===== src/ppid_pkg.sv =====
// ----------------------------------------------------------------------------
// ppid_pkg - shared types and constants of the positional PID block
// Word formats of both channels, register indexes, fixed-point constants
// and the saturation helper.
// ----------------------------------------------------------------------------
package ppid_pkg;

  // Configuration register indexes
  localparam logic [1:0] REG_PROP_GAIN   = 2'd0;
  localparam logic [1:0] REG_INTEG_GAIN  = 2'd1;
  localparam logic [1:0] REG_DERIV_GAIN  = 2'd2;
  localparam logic [1:0] REG_INTEG_LIMIT = 2'd3;

  // Milliseconds per second, used as multiplier and as divisor
  localparam int unsigned MS_PER_S = 1000;

  // Q16.16 products are shifted down by this many fraction bits
  localparam int unsigned FRAC_W = 16;

  // Serial divider: dividend width, quotient bits per cycle, cycle count
  localparam int unsigned DIV_W      = 64;
  localparam int unsigned DIV_STEPS  = 4;
  localparam int unsigned DIV_CYCLES = DIV_W / DIV_STEPS;
  localparam int unsigned CNT_W      = $clog2(DIV_CYCLES);

  // Widths of the signed terms and of their sum
  localparam int unsigned P_W   = 48;  // proportional term, |p| < 2^47
  localparam int unsigned D_W   = 59;  // derivative term,   |d| < 2^58
  localparam int unsigned SUM_W = 61;  // sum of all three terms

  typedef struct packed {
    logic               mode;
    logic signed [31:0] target;
    logic signed [31:0] measured;
    logic        [15:0] interval_ms;
  } pid_in_t;

  typedef struct packed {
    logic signed [31:0] drive;
    logic signed [31:0] deriv_term;
  } pid_out_t;

  // Saturate a wide signed value to the signed 32-bit range
  function automatic logic signed [31:0] sat_to_32(input logic signed [SUM_W-1:0] v);
    logic signed [SUM_W-1:0] hi;
    logic signed [SUM_W-1:0] lo;
    hi = {{(SUM_W-31){1'b0}}, {31{1'b1}}};
    lo = {{(SUM_W-31){1'b1}}, {31{1'b0}}};
    if (v > hi) begin
      sat_to_32 = 32'sh7FFF_FFFF;
    end else if (v < lo) begin
      sat_to_32 = 32'sh8000_0000;
    end else begin
      sat_to_32 = v[31:0];
    end
  endfunction

  // Magnitude of a signed 32-bit value; the most negative value gives 2^31
  function automatic logic [31:0] abs32(input logic signed [31:0] v);
    abs32 = v[31] ? (~v + 32'd1) : v;
  endfunction

endpackage


===== src/positional_pid_with_integral_clamp.sv =====
// ----------------------------------------------------------------------------
// positional_pid_with_integral_clamp - Q16.16 PID with anti-windup clamp
// One shared 32x32 multiplier and a four-bit-per-cycle divider run under a
// small sequencer to form the proportional, integral and derivative terms.
// ----------------------------------------------------------------------------
// Usage:
//   Write the gains and the integral limit on the cfg channel (index 0..3)
//   while the block is idle; cfg_ready_o is always high.
//   Present a word on in_word_i with in_valid_i; it is taken when in_stall_o
//   is low. A compute word (mode 0) returns drive and deriv_term; a clear
//   word (mode 1) zeroes the integral and returns two zeros.
//   Each word yields exactly one result word on out_word_o / out_valid_o,
//   taken at an edge where out_stall_i is low.
// Timing:
//   A compute word runs the integral pass (divide by 1000) and the
//   derivative pass (divide by the interval) of the serial divider only
//   when that term is active; a clear word skips both. in_stall_o stays
//   high while a word is in work; the next word is taken the cycle after the
//   result is loaded, even while that result still waits in the output
//   register. If the receiver stalls, the sequencer holds its finished
//   result until the output register frees up.
// Reset:
//   rst_ni clears gains, limit, integral, last error and the output valid.
module positional_pid_with_integral_clamp
  import ppid_pkg::*;
(
  input  logic        clk_i,
  input  logic        rst_ni,
  // configuration write channel
  input  logic        cfg_valid_i,
  output logic        cfg_ready_o,
  input  logic [1:0]  cfg_index_i,
  input  logic [31:0] cfg_data_i,
  // input word channel
  input  logic        in_valid_i,
  output logic        in_stall_o,
  input  pid_in_t     in_word_i,
  // result word channel
  output logic        out_valid_o,
  input  logic        out_stall_i,
  output pid_out_t    out_word_o
);

  // Sequencer codes
  localparam logic [4:0] ST_IDLE   = 5'd0;
  localparam logic [4:0] ST_IMUL   = 5'd1;   // |err| * |ki|
  localparam logic [4:0] ST_IQLO   = 5'd2;   // low half of q * dt
  localparam logic [4:0] ST_IQHI   = 5'd3;   // high half of q * dt
  localparam logic [4:0] ST_IACC   = 5'd4;   // join halves, load divider
  localparam logic [4:0] ST_IDIV   = 5'd5;   // divide by 1000
  localparam logic [4:0] ST_ICLAMP = 5'd6;   // add and clamp integral
  localparam logic [4:0] ST_DMUL   = 5'd7;   // |diff| * |kd|
  localparam logic [4:0] ST_DQLO   = 5'd8;   // low half of q * 1000
  localparam logic [4:0] ST_DQHI   = 5'd9;   // high half of q * 1000
  localparam logic [4:0] ST_DACC   = 5'd10;  // join halves, load divider
  localparam logic [4:0] ST_DDIV   = 5'd11;  // divide by interval
  localparam logic [4:0] ST_DSAVE  = 5'd12;  // sign the derivative
  localparam logic [4:0] ST_PMUL   = 5'd13;  // |err| * |kp|
  localparam logic [4:0] ST_PSAVE  = 5'd14;  // sign the proportional term
  localparam logic [4:0] ST_SUM    = 5'd15;  // sum and saturate
  localparam logic [4:0] ST_OUT    = 5'd16;  // hand result to output reg

  localparam logic [CNT_W-1:0] DIV_LAST = CNT_W'(DIV_CYCLES - 1);

  logic [4:0] state_q, state_d;

  // configuration
  logic signed [31:0] kp_q, ki_q, kd_q;
  logic        [30:0] lim_q;

  // controller state
  logic signed [31:0] integ_q, integ_d;
  logic signed [31:0] prev_q;

  // per-word working registers
  logic signed [31:0]      err_q;
  logic        [15:0]      dt_q;
  logic                    neg_q;
  logic        [63:0]      prod_q;
  logic        [63:0]      acc_q;
  logic        [15:0]      qhi_q;
  logic        [DIV_W-1:0] quo_q, quo_d;
  logic        [15:0]      rem_q, rem_d;
  logic        [15:0]      den_q;
  logic        [CNT_W-1:0] cnt_q;
  logic signed [D_W-1:0]   d_q;
  logic signed [P_W-1:0]   p_q;
  pid_out_t                res_q;
  pid_out_t                out_q;
  logic                    out_valid_q;

  // shared multiplier operands
  logic [31:0] mul_a, mul_b;

  // combinational helpers
  logic               in_take;
  logic               out_free;
  logic signed [32:0] err_wide;
  logic signed [32:0] diff_wide;
  logic        [32:0] diff_abs;
  logic        [63:0] joined;
  logic signed [63:0] step_s;
  logic signed [63:0] integ_sum;
  logic signed [63:0] lim_pos;
  logic signed [SUM_W-1:0] term_sum;
  logic signed [SUM_W-1:0] d_wide;
  logic        [P_W-2:0] p_mag;

  assign cfg_ready_o = 1'b1;
  assign in_stall_o  = (state_q != ST_IDLE);
  assign in_take     = in_valid_i && !in_stall_o;
  assign out_free    = !out_valid_q || !out_stall_i;
  assign out_valid_o = out_valid_q;
  assign out_word_o  = out_q;

  assign err_wide  = {in_word_i.target[31], in_word_i.target}
                   - {in_word_i.measured[31], in_word_i.measured};
  assign diff_wide = {err_q[31], err_q} - {prev_q[31], prev_q};
  assign diff_abs  = diff_wide[32] ? (~diff_wide + 33'd1) : diff_wide;
  // high partial product lands 32 bits up
  assign joined    = acc_q + {prod_q[31:0], 32'd0};

  // integral update with clamp
  assign step_s    = neg_q ? -$signed(quo_q) : $signed(quo_q);
  assign integ_sum = 64'(integ_q) + step_s;
  assign lim_pos   = $signed({33'd0, lim_q});
  always_comb begin
    if (integ_sum > lim_pos) begin
      integ_d = $signed({1'b0, lim_q});
    end else if (integ_sum < -lim_pos) begin
      integ_d = -$signed({1'b0, lim_q});
    end else begin
      integ_d = integ_sum[31:0];
    end
  end

  assign p_mag    = prod_q[FRAC_W+P_W-2:FRAC_W];
  assign d_wide   = SUM_W'(d_q);
  assign term_sum = SUM_W'(p_q) + SUM_W'(integ_q) + d_wide;

  // Divider: four restoring steps per cycle; the remainder never
  // reaches the 16-bit divisor, so each compare is 17 bits wide.
  always_comb begin
    logic [16:0] trial;
    rem_d = rem_q;
    quo_d = quo_q;
    for (int i = 0; i < DIV_STEPS; i++) begin
      trial = {rem_d, quo_d[DIV_W-1]};
      quo_d = {quo_d[DIV_W-2:0], 1'b0};
      if (trial >= {1'b0, den_q}) begin
        rem_d    = 16'(trial - {1'b0, den_q});
        quo_d[0] = 1'b1;
      end else begin
        rem_d = trial[15:0];
      end
    end
  end

  // Route operands to the shared multiplier
  always_comb begin
    mul_a = 32'd0;
    mul_b = 32'd0;
    unique case (state_q)
      ST_IMUL: begin
        mul_a = abs32(err_q);
        mul_b = abs32(ki_q);
      end
      ST_IQLO: begin
        mul_a = prod_q[FRAC_W+31:FRAC_W];
        mul_b = {16'd0, dt_q};
      end
      ST_IQHI: begin
        mul_a = {16'd0, qhi_q};
        mul_b = {16'd0, dt_q};
      end
      ST_DMUL: begin
        mul_a = diff_abs[31:0];
        mul_b = abs32(kd_q);
      end
      ST_DQLO: begin
        mul_a = prod_q[FRAC_W+31:FRAC_W];
        mul_b = 32'(MS_PER_S);
      end
      ST_DQHI: begin
        mul_a = {16'd0, qhi_q};
        mul_b = 32'(MS_PER_S);
      end
      ST_PMUL: begin
        mul_a = abs32(err_q);
        mul_b = abs32(kp_q);
      end
      default: begin
        mul_a = 32'd0;
        mul_b = 32'd0;
      end
    endcase
  end

  // Next state
  always_comb begin
    state_d = state_q;
    unique case (state_q)
      ST_IDLE: begin
        if (in_take) begin
          state_d = in_word_i.mode ? ST_OUT : ST_IMUL;
        end
      end
      ST_IMUL: begin
        state_d = (err_q != 32'sd0 && ki_q != 32'sd0) ? ST_IQLO : ST_DMUL;
      end
      ST_IQLO:   state_d = ST_IQHI;
      ST_IQHI:   state_d = ST_IACC;
      ST_IACC:   state_d = ST_IDIV;
      ST_IDIV:   state_d = (cnt_q == DIV_LAST) ? ST_ICLAMP : ST_IDIV;
      ST_ICLAMP: state_d = ST_DMUL;
      ST_DMUL:   state_d = (kd_q != 32'sd0) ? ST_DQLO : ST_PMUL;
      ST_DQLO:   state_d = ST_DQHI;
      ST_DQHI:   state_d = ST_DACC;
      ST_DACC:   state_d = ST_DDIV;
      ST_DDIV:   state_d = (cnt_q == DIV_LAST) ? ST_DSAVE : ST_DDIV;
      ST_DSAVE:  state_d = ST_PMUL;
      ST_PMUL:   state_d = ST_PSAVE;
      ST_PSAVE:  state_d = ST_SUM;
      ST_SUM:    state_d = ST_OUT;
      ST_OUT:    state_d = out_free ? ST_IDLE : ST_OUT;
      default:   state_d = ST_IDLE;
    endcase
  end

  // Control state, configuration and controller state
  always_ff @(posedge clk_i or negedge rst_ni) begin
    if (!rst_ni) begin
      state_q     <= ST_IDLE;
      kp_q        <= '0;
      ki_q        <= '0;
      kd_q        <= '0;
      lim_q       <= '0;
      integ_q     <= '0;
      prev_q      <= '0;
      out_valid_q <= 1'b0;
    end else begin
      state_q <= state_d;
      if (cfg_valid_i && cfg_ready_o) begin
        unique case (cfg_index_i)
          REG_PROP_GAIN:   kp_q  <= cfg_data_i;
          REG_INTEG_GAIN:  ki_q  <= cfg_data_i;
          REG_DERIV_GAIN:  kd_q  <= cfg_data_i;
          REG_INTEG_LIMIT: lim_q <= cfg_data_i[30:0];
          default:         kp_q  <= kp_q;
        endcase
      end
      // clear word drops the integral; clamp step writes the new one
      if (in_take && in_word_i.mode) begin
        integ_q <= '0;
      end else if (state_q == ST_ICLAMP) begin
        integ_q <= integ_d;
      end
      // last error advances only when the derivative is formed
      if (state_q == ST_DMUL && kd_q != 32'sd0) begin
        prev_q <= err_q;
      end
      if (state_q == ST_OUT && out_free) begin
        out_valid_q <= 1'b1;
      end else if (!out_stall_i) begin
        out_valid_q <= 1'b0;
      end
    end
  end

  // Datapath registers
  always_ff @(posedge clk_i) begin
    prod_q <= mul_a * mul_b;
    unique case (state_q)
      ST_IDLE: begin
        if (in_take) begin
          err_q <= sat_to_32(SUM_W'(err_wide));
          dt_q  <= in_word_i.interval_ms;
          res_q <= '0;
        end
      end
      ST_IMUL: neg_q <= err_q[31] ^ ki_q[31];
      ST_IQLO, ST_DQLO: qhi_q <= prod_q[63:48];
      ST_IQHI, ST_DQHI: acc_q <= prod_q;
      ST_IACC: begin
        quo_q <= joined;
        rem_q <= '0;
        den_q <= 16'(MS_PER_S);
        cnt_q <= '0;
      end
      ST_DACC: begin
        quo_q <= joined;
        rem_q <= '0;
        den_q <= (dt_q == 16'd0) ? 16'd1 : dt_q;
        cnt_q <= '0;
      end
      ST_IDIV, ST_DDIV: begin
        quo_q <= quo_d;
        rem_q <= rem_d;
        cnt_q <= cnt_q + CNT_W'(1);
      end
      ST_DMUL: begin
        neg_q <= diff_wide[32] ^ kd_q[31];
        d_q   <= '0;
      end
      ST_DSAVE: begin
        d_q <= neg_q ? -$signed(quo_q[D_W-1:0]) : $signed(quo_q[D_W-1:0]);
      end
      ST_PMUL: neg_q <= err_q[31] ^ kp_q[31];
      ST_PSAVE: begin
        p_q <= neg_q ? -$signed({1'b0, p_mag}) : $signed({1'b0, p_mag});
      end
      ST_SUM: begin
        res_q.drive      <= sat_to_32(term_sum);
        res_q.deriv_term <= sat_to_32(d_wide);
      end
      default: begin
        cnt_q <= cnt_q;
      end
    endcase
    if (state_q == ST_OUT && out_free) begin
      out_q <= res_q;
    end
  end

  // ---------------------------------------------------------------------------
  // Assertions
  // ---------------------------------------------------------------------------
  // an accepted word always keeps the input stalled in the cycle after it is taken
  a_busy_after_take: assert property (@(posedge clk_i) disable iff (!rst_ni)
    in_valid_i && !in_stall_o |=> in_stall_o)
    else $error("input not stalled after a word was taken");

  // a new result only appears when the sequencer hands one over
  a_out_from_seq: assert property (@(posedge clk_i) disable iff (!rst_ni)
    $rose(out_valid_o) |-> $past(state_q) == ST_OUT)
    else $error("result valid raised outside the hand-over step");

  // clamp keeps the integral inside the limit
  a_integ_clamped: assert property (@(posedge clk_i) disable iff (!rst_ni)
    state_q == ST_ICLAMP |=>
      ($signed({integ_q[31], integ_q}) <= $signed({2'b00, lim_q})) &&
      ($signed({integ_q[31], integ_q}) >= -$signed({2'b00, lim_q})))
    else $error("integral outside the clamp after update");

  // divider remainder stays below the divisor
  a_rem_below_den: assert property (@(posedge clk_i) disable iff (!rst_ni)
    (state_q == ST_IDIV || state_q == ST_DDIV) |-> rem_q < den_q)
    else $error("divider remainder not below divisor");

endmodule

===== config.mk =====
export PLATFORM = sky130hd
export DESIGN_NAME = positional_pid_with_integral_clamp
export DESIGN_NICKNAME = d
export VERILOG_FILES = /design/src/ppid_pkg.sv /design/src/positional_pid_with_integral_clamp.sv
export SDC_FILE = /design/constraint.sdc
export NUM_CORES = 2
export LEC_CHECK = 0
export BUFFER_PORTS_ARGS = -buffer_cell sky130_fd_sc_hd__buf_2
export CORE_MARGIN = 1.5
export CORE_UTILIZATION = 60
export CTS_CLUSTER_DIAMETER = 200
export DETAILED_ROUTE_END_ITERATION = 16
export PLACE_DENSITY_LB_ADDON = 0.05
export SLEW_MARGIN = 20
export SYNTH_ARGS = -nofsm -noshare
export SYNTH_HDL_FRONTEND = slang
export SYNTH_SLANG_ARGS = --single-unit

===== constraint.sdc =====
create_clock -name clk_i -period 20.9 [get_ports clk_i]
set_input_delay 2.09 -clock clk_i [delete_from_list [all_inputs] [get_ports clk_i]]
set_output_delay 2.09 -clock clk_i [all_outputs]
set_load 0.01 [all_outputs]

-- After elaboration in Yosys (flattened, before gate mapping)
Cells that the tools add are included.
- word-level logic and storage cells: 170
- register bits after elaboration: 725
- output and inout port bits: 67
- $mul: 1
- bitwise gates (word level): 8
- eq/ne operators: 22
- order comparisons: 12
- multiplexer cells: 46
- reduce and logical (&&, ||, !) cells: 35
- add/subtract/negate cells: 21
- operators with widths (cell ; count):
    2-to-1 mux 32 bit ; 14
    case mux 64 bit (2 select lines) ; 2
    adder 32 x 1 -> 32 bit (second input constant) ; 5
    NOT 32 bit ; 5
    case mux 32 bit (5 select lines) ; 1
    2-to-1 mux 64 bit ; 2
    case mux 32 bit (4 select lines) ; 1
    case mux 59 bit (2 select lines) ; 1
    nonzero test 32 bit ; 3
    case mux 5 bit (17 select lines) ; 1
    2-to-1 mux 16 bit ; 5
    >= comparator 17 x 16 -> 1 bit ; 4
    subtractor 32 x 32 -> 33 bit ; 2
    adder 32 x 64 -> 64 bit ; 1
    adder 64 bit ; 1
    > comparator 64 x 32 -> 1 bit ; 1
    less-than comparator 64 bit ; 1
    multiplier 32 x 32 -> 64 bit ; 1
    negator 31 -> 64 bit ; 1
    negator 64 bit ; 1
    case mux 16 bit (2 select lines) ; 2
    subtractor 16 bit ; 4
    adder 49 x 59 -> 60 bit ; 1
    > comparator 60 x 32 -> 1 bit (second input constant) ; 1
    40 further kinds ; 84

-- Logic depth before layout (Yosys ltp)
- word-level depth: 9
- mapped depth: 56

-- Least setup slack after synthesis
OpenSTA, ideal clock, no wires.
- kind: flip-flop to flip-flop
- from: reg state_q[1]
- to: reg prod_q[63]
- data arrival time: 12.307 ns
- data required time: 20.828 ns
- slack: 8.521 ns
- stages on the path, launching flop included: 36
- cell sequence: dfrtp_1 clkbuf_1 nor4b_1 nor2_1 nor2_1 clkbuf_1 a222oi_1 o21ai_1 clkbuf_1 nand2_1 fa_1 fa_1 fa_1 fa_1 fa_1 inv_1 fa_1 inv_1 fa_1 fa_1 inv_1 ha_1 a21o_1 a21o_1 a21o_1 a21o_1 a221o_1 a41o_1 a21o_1 a2111oi_0 o41ai_1 and3_1 a211oi_1 o21ai_0 a221oi_1 xnor2_1
- word-level cells in the longest chain between the ends: 4
- elaborated cells on any way between the ends: 15
- ends and longest elaborated chain (item ; RTL line ; text):
    start, declared ; positional_pid_with_integral_clamp.sv:65 ; logic [4:0] state_q, state_d;
    start signal, assigned ; positional_pid_with_integral_clamp.sv:242 ; state_q <= state_d;
    equality test 5 x 4 -> 1 bit, or another cell as far along ; positional_pid_with_integral_clamp.sv:163 ; unique case (state_q)
    OR reduction 2 bit (no source line) ; - ;
    case mux 32 bit (5 select lines) or case mux 32 bit (4 select lines) (tied branches) ; positional_pid_with_integral_clamp.sv:163 ;
    multiplier 32 x 32 -> 64 bit (*) ; positional_pid_with_integral_clamp.sv:272 ; prod_q <= mul_a * mul_b;
    end signal, assigned ; positional_pid_with_integral_clamp.sv:272 ;
    end, declared ; positional_pid_with_integral_clamp.sv:79 ; logic [63:0] prod_q;
Mark *: on every way between the ends. The rest lies on a longest branch, timed or not.
A chain may end at the register's enable or synchronous reset.

-- Worst setup path in the final report
- from: reg err_q[0]
- to: reg prod_q[63]
- word-level cells in the longest chain between the ends: 6
- elaborated cells on any way between the ends: 9
- ends and longest elaborated chain (item ; RTL line ; text):
    start, declared ; positional_pid_with_integral_clamp.sv:76 ; logic signed [31:0] err_q;
    start signal, assigned ; positional_pid_with_integral_clamp.sv:276 ; err_q <= sat_to_32(SUM_W'(err_wide));
    subtractor 32 x 32 -> 33 bit ; positional_pid_with_integral_clamp.sv:118 ; assign diff_wide = {err_q[31], err_q} - {prev_q[31], prev_q};
    NOT 32 bit ; positional_pid_with_integral_clamp.sv:119 ; assign diff_abs = diff_wide[32] ? (~diff_wide + 33'd1) : diff_wide;
    adder 32 x 1 -> 32 bit ; positional_pid_with_integral_clamp.sv:119 ;
    2-to-1 mux 32 bit ; positional_pid_with_integral_clamp.sv:119 ;
    case mux 32 bit (4 select lines) (*) ; positional_pid_with_integral_clamp.sv:163 ;
    multiplier 32 x 32 -> 64 bit (*) ; positional_pid_with_integral_clamp.sv:272 ;
Marks and branches as above.

==> results.md <==
Clock tree:
- The number of buffers inserted during clock tree synthesis is 84.
- The number of buffers inserted by post-CTS setup repair is 0.
- The post-cts sizing count is 0.
- The cts-stage hold buffer count is 0.
- The number of sinks driven by the clock tree is between 700 and 800.
- The cell sitting at the root of the clock tree is a clkbuf_16.
- The clock slew seen by the registers of the worst setup and hold paths is 0.06 ns.
- The insertion delay of the later-clocked pin in the worst-skew pair is approximately 0.7 ns.
- CTS built an H-tree with a depth of 3.
- The clock tree from TritonCTS is built.
- The clock passes through at most 3 buffers.

STA:
- Timing would allow up to about 0.07 GHz.
- The measured slew at the worst slew-check pin is approximately 1.4 ns.
- Setup repair after global routing left no endpoint under its margin.
- The worst slew margin relative to its limit is 0.0792.
- The final period utilization is 0.673.
- The number of slew-limit violations in the final report is 0.
- The clock period minus final worst setup slack is between 10 and 15 ns.
- The count of final hold-check violations is 0.
- The final setup violation count is 0.
- The setup TNS after final layout is 0 ns.
- Between clock sinks in the finished design, the worst skew comes to ~0.053 ns.

Global routing:
- In the global route stage, overall resource usage came out at 0.402.
- The via count of the first global-routing pass is about 70000.
- Entering global routing, the biggest net connects 87 pins.
- Summed over all layers, the global routing overflow is 0.
- The first-pass GRT wire length is 435 mm.
- The number of antenna violations at the first check in global routing is 22.

Hold path:
- The launch point of the worst hold path is res_q[29].
- The endpoint with the worst hold slack is out_word_o[29].
- The worst hold path was traced through 0 stages.
- The worst hold path belongs to the class flop to flop.

Critical path:
- Counting stages on the worst path, the most repeated cell is fa_1.
- Broken down by cell family, the worst path's largest delay share belongs to adder cells.
- STA puts the critical path data required time at ~22 ns.
- The endpoint of the most critical register-to-register path is prod_q[63].
- In this run the worst path has a maximum fanout of 16.
- In this design, the stage delay of the slowest critical-path cell is approximately 0.73 ns.
- STA classifies the critical path startpoint as a flop.
- Counting both buffers and inverters, the worst setup path holds a total of 6.
- The cell depth of the worst flop-to-flop path is 44.
- On the critical path, the stage with the largest delay is an instance of o21a_1.
- The critical path is of the flop to flop type.
- The startpoint of the worst-slack reg-to-reg timing path is err_q[0].
- STA classifies the critical path endpoint as a flop.
- The slack of the worst reg-to-reg path is roughly 6.8 ns.
- Data arrives at the worst endpoint at about 15 ns.

Synth:
- Synthesis produced a netlist whose cell count is a little over 9000.
- The most numerous cell in the Yosys netlist is inv_1.
- In the synthesized netlist, the cells that appear most often are 1277 x inv_1, 1134 x nand2_1, 964 x fa_1.
- In this run, synthesis inferred 464 flip-flops with an integrated enable.
- The cell area that synthesis handed to floorplanning was 85100 µm².
- The async set or reset register ratio after synthesis is 0.272.
- The number of different library cells used by synthesis comes to 94.
- The mean instance size in the synthesized netlist is around 9.2 µm².
- The predominant post-synthesis flop cell is edfxtp_1.
- By area the synthesized netlist is led by fa_1 23%, edfxtp_1 16%, ha_1 9.5%.
- The synthesized flop and latch total is 725.
- The number of nets in the synthesized netlist is 11017.
- The share of synthesized area in the top cell type comes to 0.227.
- The sequential cell area fraction in the yosys report is 0.237.
- The synthesis warning total is 0.
- The cell taking the most area after synthesis is fa_1.

Layout:
- The synthesis-to-layout area growth is 7.01%.
- At the end of the flow, the number of nets in the layout was around 11000.
- Of the cells placed in the final design, the portion with a size suffix greater than 1 is 0.0844.

Floorplan:
- In this run the count of I/O pins placed on the die edge is roughly 190.
- The area of the die is roughly 140000 µm².
- The core region is ~140000 µm².
- From left edge to right edge, the die measures 380 µm.
- The number of core rows is approximately 140.
- Measured along the y axis, the die boundary spans between 300 and 400 µm.
- For this configuration, the core starts out at a cell density of 0.607.

Drt:
- For this run, the detailed router's first-pass iteration total came to 8.
- The starting DRC count in detailed routing is between 6000 and 7000.
- The vias after detailed routing is approximately 70000.
- The post-route antenna net violation count is 0.
- The post-detailed-route via-to-cell ratio is 6.26.
- The sum of routed wire length over all layers is slightly below 300 mm.
- The number of DRC violations after detailed routing is 0.
- In the final routed layout, each cell accounts on average for ~26 µm.

Flow run:
- Max-cap violations in this run came to 0.

Placement:
- The final HPWL from detailed placement is 229 mm.
- The number of I/O port buffers is about 190.
- The placer's final routability congestion estimate is around 1.

Status:
- The flow ran to the end, and the final reports show no timing, DRC or antenna violations.
[worst register-to-register path: cells and delay by family (launching register included)]
kind / cells / cell delay [ns]
fa+ha+maj: 11 / 5.24
compound gates: 13 / 4.28
simple gates: 11 / 3.10
flops: 1 / 0.37
xor+xnor: 3 / 0.57
buf+inv: 6 / 0.46
[area by class of cell]
class                   instances  area (µm²)
fillers                     11687       49000
well taps                    1876        2350
clock buffers                 113        2360
clock inverters                42         495
diodes                          4        10.0
multi-input cells            6860       58900
flip-flops and latches        725       20100
repair buffers                318        1950
inverters                    1278        4800
[per-layer routing]
layer,track usage,vias to the layer above,wire (µm)
met1,0.498,34700,109000
met3,0.0823,977,26700
met2,0.641,3535,132000
met5,0,-,73
li1,-,30962,-
met4,0.265,10,23200
[metrics by stage]
stage / std cells / hold WS (ns) / setup WS [ns] / utilization / instance area, µm²
global placement: 11056 / 0.401 / 7.38 / 0.629 / 88100
detailed placement: 11056 / 0.405 / 7.05 / 0.629 / 88100
floorplan: 9286 / 0.400 / 8.52 / - / 85100
CTS: 11211 / 0.418 / 6.92 / 0.650 / 91000
global route: 11212 / 0.415 / 5.99 / 0.650 / 91000
finish: 11216 / 0.415 / 6.83 / 0.650 / 91000
[kinds of logic after synthesis]
logic type	count (synthesis)	share of synthesized area
AOI/OAI and AO/OA	1661	0.126
xor gates and xnor gates	576	0.0594
adders and majority gates	1614	0.322
buffers and inverters	1701	0.0755
DFF	725	0.237
muxes	233	0.0300
other	1	0.0000441
and+or+nand+nor	2775	0.150
[worst max-delay path by stage]
stage | from | cells past startpoint | endpoint | slack, ns
2_1_floorplan | state_q[1] | 35 | prod_q[63] | 8.52
3_3_place_gp | err_q[0] | 44 | prod_q[63] | 7.38
3_5_place_dp | err_q[0] | 44 | prod_q[63] | 7.05
4_1_cts | err_q[0] | 44 | prod_q[63] | 6.92
5_1_grt | err_q[0] | 44 | prod_q[63] | 5.99
6_report | err_q[0] | 44 | prod_q[63] | 6.83
[registers in the layout, indices dropped and copies added, names as in the netlist, 5 cells and up]
signal,cells
err_q,32
acc_q,64
dt_q,16
ki_q,32
integ_q,32
rem_q,16
quo_q,64
kd_q,32
p_q,48
qhi_q,16
prev_q,32
d_q,59
res_q,64
state_q,5
kp_q,32
out_word_o,64
prod_q,64
lim_q,31
den_q,16
[layout by cell type (no fill, tap or decap), types with 178 or more instances in the layout]
cell and instances:
nand2_1 1133, a21o_1 178, o21ai_0 355, buf_2 184, edfxtp_1 464, inv_1 1277
xor2_1 227, nor2_1 699, fa_1 964, mux2_2 178, xnor2_1 348, a21oi_1 472
dfrtp_1 196, ha_1 647
Power is not shown: default switching activity piles up to over one toggle a cycle in this logic, so the estimate is an artifact.
